`src/sv/nrp_pkg.sv`:
```
// Shared types and constants for the no-repeat random picker.
`default_nettype none

package nrp_pkg;

  localparam int unsigned RandW  = 31;
  localparam int unsigned CountW = 6;
  localparam int unsigned SlotW  = 5;

  typedef enum logic {
    OpSelect = 1'b0,
    OpReset  = 1'b1
  } nrp_op_e;

  typedef struct packed {
    logic              operation;
    logic [RandW-1:0]  random_value;
  } nrp_in_t;

  typedef struct packed {
    logic              picked;
    logic [SlotW-1:0]  slot_index;
    logic              restarted;
    logic [CountW-1:0] remaining;
  } nrp_out_t;

  // Search wave handed from one slot cell to the next.
  typedef struct packed {
    logic              valid;
    logic [CountW-1:0] count;
  } nrp_wave_t;

endpackage

`default_nettype wire

```
`src/sv/nrp_cell.sv`:
```
// One slot cell: holds the slot's used flag and forwards the search wave.
`default_nettype none

module nrp_cell (
  input  logic               clk_i,
  input  logic               rst_ni,
  input  logic               clear_i,
  input  nrp_pkg::nrp_wave_t wave_i,
  output nrp_pkg::nrp_wave_t wave_o,
  output logic               used_o,
  output logic               hit_o
);

  logic                       used_q;
  logic                       wave_valid_q;
  logic [nrp_pkg::CountW-1:0] wave_count_q;
  logic                       free;

  // The wave stops at the free slot whose count has run down to zero;
  // otherwise it moves on, counting down once per free slot passed.
  always_comb begin
    free         = !used_q;
    hit_o        = wave_valid_q && free && (wave_count_q == '0);
    wave_o.valid = wave_valid_q && !hit_o;
    wave_o.count = free ? (wave_count_q - nrp_pkg::CountW'(1)) : wave_count_q;
  end

  assign used_o = used_q;

  always_ff @(posedge clk_i or negedge rst_ni) begin
    if (!rst_ni) begin
      used_q       <= 1'b0;
      wave_valid_q <= 1'b0;
    end else begin
      wave_valid_q <= wave_i.valid;
      if (clear_i) begin
        used_q <= 1'b0;
      end else if (hit_o) begin
        used_q <= 1'b1;
      end
    end
  end

  always_ff @(posedge clk_i) begin
    wave_count_q <= wave_i.count;
  end

endmodule

`default_nettype wire

```
`src/sv/nrp_divider.sv`:
```
// Bit-serial restoring remainder of the random word by the free slot count.
`default_nettype none

module nrp_divider (
  input  logic                       clk_i,
  input  logic                       rst_ni,
  input  logic                       start_i,
  input  logic [nrp_pkg::RandW-1:0]  dividend_i,
  input  logic [nrp_pkg::CountW-1:0] divisor_i,
  output logic                       done_o,
  output logic [nrp_pkg::CountW-1:0] rem_o
);

  localparam int unsigned StepW = $clog2(nrp_pkg::RandW);
  localparam logic [StepW-1:0] LastStep = StepW'(nrp_pkg::RandW - 1);

  logic [nrp_pkg::RandW-1:0]  dividend_q;
  logic [nrp_pkg::CountW-1:0] divisor_q;
  logic [nrp_pkg::CountW-1:0] rem_q, rem_d;
  logic [StepW-1:0]           step_q;
  logic                       busy_q;
  logic                       done_q;
  logic [nrp_pkg::CountW:0]   trial;

  // One quotient bit per cycle; the remainder always stays below the divisor.
  always_comb begin
    trial = {rem_q, dividend_q[nrp_pkg::RandW-1]};
    if (trial >= {1'b0, divisor_q}) begin
      rem_d = nrp_pkg::CountW'(trial - {1'b0, divisor_q});
    end else begin
      rem_d = trial[nrp_pkg::CountW-1:0];
    end
  end

  always_ff @(posedge clk_i or negedge rst_ni) begin
    if (!rst_ni) begin
      busy_q <= 1'b0;
      done_q <= 1'b0;
      step_q <= '0;
    end else begin
      done_q <= 1'b0;
      if (start_i) begin
        busy_q <= 1'b1;
        step_q <= '0;
      end else if (busy_q) begin
        step_q <= step_q + StepW'(1);
        if (step_q == LastStep) begin
          busy_q <= 1'b0;
          done_q <= 1'b1;
        end
      end
    end
  end

  always_ff @(posedge clk_i) begin
    if (start_i) begin
      dividend_q <= dividend_i;
      divisor_q  <= divisor_i;
      rem_q      <= '0;
    end else if (busy_q) begin
      dividend_q <= {dividend_q[nrp_pkg::RandW-2:0], 1'b0};
      rem_q      <= rem_d;
    end
  end

  assign done_o = done_q;
  assign rem_o  = rem_q;

endmodule

`default_nettype wire

```
`src/sv/no_repeat_random_picker_core.sv`:
```
// Top level of the no-repeat random picker: sequencer, slot cell chain, output register.
//
//   Channel   Direction  Handshake                  Payload
//   in        to core    in_valid_i / in_stall_o    in_data_i  (nrp_in_t)
//   out       from core  out_valid_o / out_stall_i  out_data_o (nrp_out_t)
//   cfg       to core    cfg_we_i                   cfg_wdata_i (pool_size)
//
// A select transaction first runs the bit-serial remainder, then the search wave walks
// the slot cell chain one cell per cycle until the chosen slot stops it. A cycle reset,
// or a select on an empty pool, skips both. Each result waits in the done state until it
// is loaded into the output register; the input stalls from acceptance until that load,
// and a result stalled in the output register holds back the next one. Reset clears the
// pool size, the used flags and the used count at once; there is no clearing pass.
`default_nettype none

module no_repeat_random_picker_core #(
  parameter int unsigned MAX_SLOTS = 32
) (
  input  logic                       clk_i,
  input  logic                       rst_ni,
  input  logic                       in_valid_i,
  output logic                       in_stall_o,
  input  nrp_pkg::nrp_in_t           in_data_i,
  output logic                       out_valid_o,
  input  logic                       out_stall_i,
  output nrp_pkg::nrp_out_t          out_data_o,
  input  logic                       cfg_we_i,
  input  logic [nrp_pkg::CountW-1:0] cfg_wdata_i
);

  localparam int unsigned PosW = (MAX_SLOTS > 1) ? $clog2(MAX_SLOTS) : 1;
  localparam logic [nrp_pkg::CountW:0] MaxSlotsW = (nrp_pkg::CountW + 1)'(MAX_SLOTS);

  // Sequencer states.
  typedef enum logic [3:0] {
    StIdle = 4'b0001,
    StDiv  = 4'b0010,
    StScan = 4'b0100,
    StDone = 4'b1000
  } nrp_state_e;

  nrp_state_e                  state_q, state_d;
  logic [nrp_pkg::CountW-1:0]  pool_size_q;
  logic [nrp_pkg::CountW-1:0]  used_total_q, used_total_d;
  logic [nrp_pkg::CountW-1:0]  eff_size;
  logic [nrp_pkg::CountW-1:0]  used_base;
  logic [nrp_pkg::CountW-1:0]  used_next;
  logic [PosW-1:0]             pos_q, pos_d;
  logic                        restart_q, restart_d;
  nrp_pkg::nrp_out_t           res_q, res_d;
  logic                        res_load;
  nrp_pkg::nrp_out_t           out_data_q;
  logic                        out_valid_q;
  logic                        accept;
  logic                        is_reset_op;
  logic                        need_restart;
  logic                        clear_cycle;
  logic                        div_start;
  logic                        div_done;
  logic [nrp_pkg::CountW-1:0]  div_rem;
  logic                        out_free;

  nrp_pkg::nrp_wave_t          wave_link [MAX_SLOTS+1];
  logic [MAX_SLOTS-1:0]        hit_vec;
  logic [MAX_SLOTS-1:0]        used_vec;
  logic                        hit_any;

  // A pool size above the number of cells is clipped to the cell count.
  assign eff_size = ({1'b0, pool_size_q} > MaxSlotsW) ? MaxSlotsW[nrp_pkg::CountW-1:0]
                                                      : pool_size_q;

  assign in_stall_o   = (state_q != StIdle);
  assign accept       = in_valid_i && !in_stall_o;
  assign is_reset_op  = (in_data_i.operation == nrp_pkg::OpReset);
  // When every slot is used, a select starts a new cycle before picking.
  assign need_restart = (used_total_q >= eff_size);
  assign used_base    = need_restart ? '0 : used_total_q;
  assign used_next    = used_total_q + nrp_pkg::CountW'(1);
  assign out_free     = !out_valid_q || !out_stall_i;
  assign hit_any      = |hit_vec;

  assign clear_cycle = cfg_we_i ||
                       (accept && (is_reset_op || ((eff_size != '0) && need_restart)));

  assign div_start = accept && !is_reset_op && (eff_size != '0);

  // The remainder selects the free slot by rank; the wave enters cell 0 once it is ready.
  assign wave_link[0] = '{valid: (state_q == StDiv) && div_done, count: div_rem};

  always_comb begin
    state_d      = state_q;
    used_total_d = used_total_q;
    pos_d        = pos_q;
    restart_d    = restart_q;
    res_d        = res_q;
    res_load     = 1'b0;

    case (state_q)
      StIdle: begin
        if (accept) begin
          res_load = 1'b1;
          res_d    = '0;
          if (is_reset_op) begin
            used_total_d    = '0;
            res_d.remaining = eff_size;
            state_d         = StDone;
          end else if (eff_size == '0) begin
            state_d = StDone;
          end else begin
            used_total_d = used_base;
            restart_d    = need_restart;
            state_d      = StDiv;
          end
        end
      end
      StDiv: begin
        if (div_done) begin
          pos_d   = '0;
          state_d = StScan;
        end
      end
      StScan: begin
        pos_d = pos_q + PosW'(1);
        if (hit_any) begin
          used_total_d     = used_next;
          res_load         = 1'b1;
          res_d.picked     = 1'b1;
          res_d.slot_index = nrp_pkg::SlotW'(pos_q);
          res_d.restarted  = restart_q;
          res_d.remaining  = eff_size - used_next;
          state_d          = StDone;
        end
      end
      StDone: begin
        if (out_free) begin
          state_d = StIdle;
        end
      end
      default: begin
        state_d = StIdle;
      end
    endcase

    if (cfg_we_i) begin
      used_total_d = '0;
    end
  end

  nrp_divider u_divider (
    .clk_i      (clk_i),
    .rst_ni     (rst_ni),
    .start_i    (div_start),
    .dividend_i (in_data_i.random_value),
    .divisor_i  (eff_size - used_base),
    .done_o     (div_done),
    .rem_o      (div_rem)
  );

  // Chain of slot cells; the wave moves one cell further each cycle, so the
  // cell holding the wave is always the one at index pos_q.
  for (genvar g = 0; g < MAX_SLOTS; g++) begin : g_cell
    nrp_cell u_cell (
      .clk_i   (clk_i),
      .rst_ni  (rst_ni),
      .clear_i (clear_cycle),
      .wave_i  (wave_link[g]),
      .wave_o  (wave_link[g+1]),
      .used_o  (used_vec[g]),
      .hit_o   (hit_vec[g])
    );
  end

  always_ff @(posedge clk_i or negedge rst_ni) begin
    if (!rst_ni) begin
      state_q      <= StIdle;
      pool_size_q  <= '0;
      used_total_q <= '0;
      pos_q        <= '0;
      out_valid_q  <= 1'b0;
    end else begin
      state_q      <= state_d;
      used_total_q <= used_total_d;
      pos_q        <= pos_d;
      if (cfg_we_i) begin
        pool_size_q <= cfg_wdata_i;
      end
      if ((state_q == StDone) && out_free) begin
        out_valid_q <= 1'b1;
      end else if (!out_stall_i) begin
        out_valid_q <= 1'b0;
      end
    end
  end

  always_ff @(posedge clk_i) begin
    restart_q <= restart_d;
    if (res_load) begin
      res_q <= res_d;
    end
    if ((state_q == StDone) && out_free) begin
      out_data_q <= res_q;
    end
  end

  assign out_valid_o = out_valid_q;
  assign out_data_o  = out_data_q;

  // At most one cell can stop the wave.
  a_single_hit: assert property (@(posedge clk_i) disable iff (!rst_ni)
    $onehot0(hit_vec))
    else $error("more than one slot cell hit");

  // The rank is below the free count, so the wave never runs off the chain.
  a_wave_stays: assert property (@(posedge clk_i) disable iff (!rst_ni)
    !wave_link[MAX_SLOTS].valid)
    else $error("search wave left the last slot cell");

  // The used count tracks the used flags held in the cells.
  a_count_matches: assert property (@(posedge clk_i) disable iff (!rst_ni)
    $countones(used_vec) == int'(used_total_q))
    else $error("used count disagrees with used flags");

  // The used count never exceeds the pool size.
  a_count_bound: assert property (@(posedge clk_i) disable iff (!rst_ni)
    used_total_q <= eff_size)
    else $error("used count above pool size");

  // Hits only come while the sequencer is searching.
  a_hit_in_scan: assert property (@(posedge clk_i) disable iff (!rst_ni)
    hit_any |-> (state_q == StScan))
    else $error("slot hit outside of the search");

endmodule

`default_nettype wire

```
`config.mk`:
```
export PLATFORM = sky130hd
export DESIGN_NAME = no_repeat_random_picker_core
export DESIGN_NICKNAME = d
export VERILOG_FILES = /design/src/sv/nrp_pkg.sv /design/src/sv/nrp_cell.sv /design/src/sv/nrp_divider.sv /design/src/sv/no_repeat_random_picker_core.sv
export SDC_FILE = /design/constraint.sdc
export NUM_CORES = 1
export LEC_CHECK = 0
export ABC_AREA = 1
export BUFFER_PORTS_ARGS = -buffer_cell sky130_fd_sc_hd__buf_2
export CORE_ASPECT_RATIO = 0.7
export CORE_MARGIN = 2
export CORE_UTILIZATION = 60
export CTS_BUF_LIST = sky130_fd_sc_hd__clkbuf_4
export DETAILED_ROUTE_END_ITERATION = 8
export PLACE_DENSITY = 0.78
export SLEW_MARGIN = 40
export SYNTH_ARGS = -nofsm -noshare
export SYNTH_HDL_FRONTEND = slang
export SYNTH_SLANG_ARGS = --single-unit
export TNS_END_PERCENT = 20
```
`constraint.sdc`:
```
create_clock -name clk_i -period 5.85 [get_ports clk_i]
set_input_delay 1.17 -clock clk_i [delete_from_list [all_inputs] [get_ports clk_i]]
set_output_delay 1.17 -clock clk_i [all_outputs]
set_load 0.05 [all_outputs]
```
==> flow_summary_export.csv <==
group,metric,value,unit
run_status,outcome,"completed",
setup_path,critPathLaunchType,"flip-flop",
synthesis,synth.top_cell.area_share,26.0,%
setup_path,reg2reg_from,"pool_size_q[2]$_DFFE_PN0P_",
sta,finalCritPeriodShare,60.8,%
synthesis,synth_edf_count,64,
die,die_w,195,um
sta,worst_pin_slew,0.784,ns
placed_design,place_ws,2.36,ns
sta,setup_ws,2.29,ns
power_and_ir_drop,p_switching,3.12,mW
synthesis,ys_warn_count,0,
finish,design_area,17000,um2
synthesis,netlist_instances,1689,
setup_path,end_kind,"flip-flop",
setup_path,rr_worst_depth,19,
synthesis,synth_ff_type,"dfxtp_1",
clock_network,clock_path_buffers,3,
synthesis,yosysUniqueCellTypes,41,
sta,tns,0,ns
synthesis,synthesis.nets,1793,
setup_path,crit_type,"reg2reg",
clock_network,cts_tree,"built",
synthesis,synth.avg_cell_area,9.03,um2
die,rows,48,
die,dieArea,26700,um2
clock_network,h-tree-depth,3,
placed_design,place_congestion,0.906,
power_and_ir_drop,ir_worst_vdd,0.344,mV
global_routing,grt_pass1_wl,47500,um
synthesis,yosys.cell_count.top_type,"nand2_1",
setup_path,worstPathMaxFanout,7,
finish,syn_to_final_growth,11.4,%
finish,layout-drive-gt1-share,13.2,%
clock_network,cts.hold.buffers_added,0,
synthesis,synth_seq_cells,355,
power_and_ir_drop,leakage,8.20,nW
setup_path,r2r_slack,2.29,ns
synthesis,ys_top_cells_by_count,"nand2_1 (361), inv_1 (284), dfxtp_1 (198), nor2_1 (117), xor2_1 (99)",
hold_path,hold_path_end,"g_cell[0].u_cell.wave_count_q[5]$_DFF_P_",
finish,area.sequential,8210,um2
global_routing,grt_usage,21.7,%
global_routing,overflow,0,
routing,drtIter0Drc,483,
die,fp.coreArea,24800,um2
power_and_ir_drop,power_density,513,nW/um2
power_and_ir_drop,design_power_total,8.72,mW
clock_network,cts_buffers,82,
clock_network,cts_setup_buffers,0,
setup_path,cp.arrival,4.00,ns
placed_design,io_buffers,57,
die,start_util,61.5,%
sta,hold_violations,0,
placed_design,dpl.hpwl,19200,um
hold_path,hold_depth,0,
sta,min_period,3.56,ns
global_routing,antenna_found_initial,0,
synthesis,async_flop_share,26.2,%
sta,fmax,281,MHz
routing,avgRoutedWirePerCell,12.5,um
routing,route.detailed.drc,0,
synthesis,synth_area,15300,um2
synthesis,yosys.area.top_type,"dfxtp_1",
sta,holdWs,0.375,ns
die,io_pins,58,
routing,wirelength,27600,um
sta,finalMaxSlewViolations,0,
finish,fin_nets,1922,
setup_path,critPathRequiredTime,6.29,ns
setup_path,rr_endpoint,"u_divider.divisor_q[5]$_DFFE_PP_",
power_and_ir_drop,p_clk_share,23.0,%
hold_path,hold_path.class,"reg2reg",
global_routing,grt_pass1_vias,10651,
run,drv_cap,0,
finish,fill_cells,1910,
finish,n_antenna_cell,0,
synthesis,yosysSeqAreaShare,53.8,%
die,die_height,137,um
routing,firstDrtPassIters,5,
sta,grt_setup_unrepaired,"false",
synthesis,synth_area_leaders,"dfxtp_1 (26%), dfrtp_1 (15%), edfxtp_1 (13%)",
routing,vias,10788,
power_and_ir_drop,sw_frac_of_total,35.8,%
routing,routed_via_density,4.88,
global_routing,grt_max_degree,60,
power_and_ir_drop,comb_power_share,29.5,%
power_and_ir_drop,intPower,5.60,mW
power_and_ir_drop,p_seq_share,47.6,%
placed_design,place_area,15900,um2
finish,multiInputGateArea,5850,um2
hold_path,holdCritStartpoint,"u_divider.rem_o[5]$_SDFFE_PP0P_",
sta,setup_viol,0,
routing,ant_nets,0,
clock_network,clk_latency,0.71,ns
clock_network,cts_resized,0,
clock_network,path_clk_slew,0.07,ns
clock_network,cts.sinks,355,
sta,finalClockSkew,0.0269,ns
clock_network,root_buffer,"clkbuf_4",
sta,timing.slew.headroom,47.7,%
==> sequential cells by signal, indices dropped and copies added (netlist names) <==
signal / count
g_cell.u_cell.used_o: 32
g_cell.u_cell.wave_count_q: 192
g_cell.u_cell.wave_valid_q: 32
out_data_o: 13
out_valid_o: 1
pool_size_q: 6
pos_q: 5
res_q: 13
restart_q: 1
state_q: 4
u_divider.busy_q: 1
u_divider.dividend_q: 31
u_divider.divisor_q: 6
u_divider.done_o: 1
u_divider.rem_o: 6
u_divider.step_q: 5
used_total_q: 6
==> per-stage QoR <==
stage                     cells  utilization [%]
after floorplan            1689                -
after detailed placement   2059             64.1
after global placement     2059             64.1
after global routing       2210             68.5
final                      2210             68.5
after CTS                  2210             68.5
==> final cells by class <==
type                    count  area share [%]
multi-input cells        1022            34.4
inverters                 295            6.52
clock inverters            31            1.07
clock buffers             120            5.30
flip-flops and latches    355            48.4
well taps                 325            2.39
repair buffers             62            1.94
==> layer usage <==
layer / GRT usage, % / part of all wire, % / vias to the layer above
met3: 5.17 / 5.5 / 47
met2: 33.5 / 43 / 240
met5: 0 / 0 / -
met1: 30.0 / 50 / 4874
li1: - / - / 5627
met4: 7.82 / 1.7 / 0
==> power groups by stage <==
stage / logic (mW) / clock network, mW / registers (mW)
floorplan: 1.99 / 0 / 4.10
global placement: 2.43 / 0 / 4.16
detailed placement: 2.56 / 0 / 4.18
CTS: 2.58 / 2.07 / 4.15
global route: 2.99 / 2.19 / 4.26
finish: 2.57 / 2.00 / 4.15
==> layout by cell type (no fill, tap or decap), drive strengths merged <==
| cell type | instances |
|---|---|
| nand2 | 368 |
| xor2 | 99 |
| clkinv | 27 |
| dfxtp | 198 |
| nor3 | 66 |
| nor4 | 2 |
| a21o | 3 |
| buf | 62 |
| a31oi | 2 |
| clkbuf | 120 |
| nor2 | 122 |
| a21oi | 57 |
| nand3 | 55 |
| edfxtp | 64 |
| or2 | 2 |
| o22ai | 5 |
| a21boi | 27 |
| clkinvlp | 1 |
| dfstp | 1 |
| o21ai | 82 |
| and2 | 2 |
| o21bai | 2 |
| o211ai | 5 |
| xnor2 | 42 |
| fa | 3 |
| dfrtp | 92 |
| ha | 58 |
| bufinv | 2 |
| nand4 | 20 |
| inv | 296 |
==> how the worst max path moves through the flow <==
stage / startpoint / to / cells past startpoint
finish: pool_size_q[2]$_DFFE_PN0P_ / u_divider.divisor_q[5]$_DFFE_PP_ / 19
detailed placement: pool_size_q[2]$_DFFE_PN0P_ / u_divider.divisor_q[5]$_DFFE_PP_ / 19
global route: pool_size_q[1]$_DFFE_PN0P_ / u_divider.divisor_q[5]$_DFFE_PP_ / 21
CTS: pool_size_q[2]$_DFFE_PN0P_ / u_divider.divisor_q[5]$_DFFE_PP_ / 19
floorplan: pool_size_q[2]$_DFFE_PN0P_ / u_divider.divisor_q[5]$_DFFE_PP_ / 19
global placement: pool_size_q[2]$_DFFE_PN0P_ / u_divider.divisor_q[5]$_DFFE_PP_ / 19
==> cells by family after synthesis <==
family          share of synthesized area, %
compound gates                          6.69
xor+xnor                                8.09
fa+ha+maj                               5.15
buf+inv                                 7.85
flops                                   53.8
simple gates                            18.4
==> critical path: stages (launching register included) <==
cell and delay, ns:
dfrtp_1 0.40, nor4_2 0.34, inv_1 0.07, nand2_1 0.08, inv_1 0.04, nor2_1 0.13
inv_1 0.12, ha_1 0.29, nand2_1 0.05, a21o_1 0.16, nand2_1 0.21, nand2_2 0.13
inv_1 0.12, nand2_1 0.06, ha_1 0.35, nand2_1 0.06, o21ai_0 0.29, a21o_1 0.17
a21oi_1 0.08, xor2_1 0.17
Power figures use the tool's default switching activity.
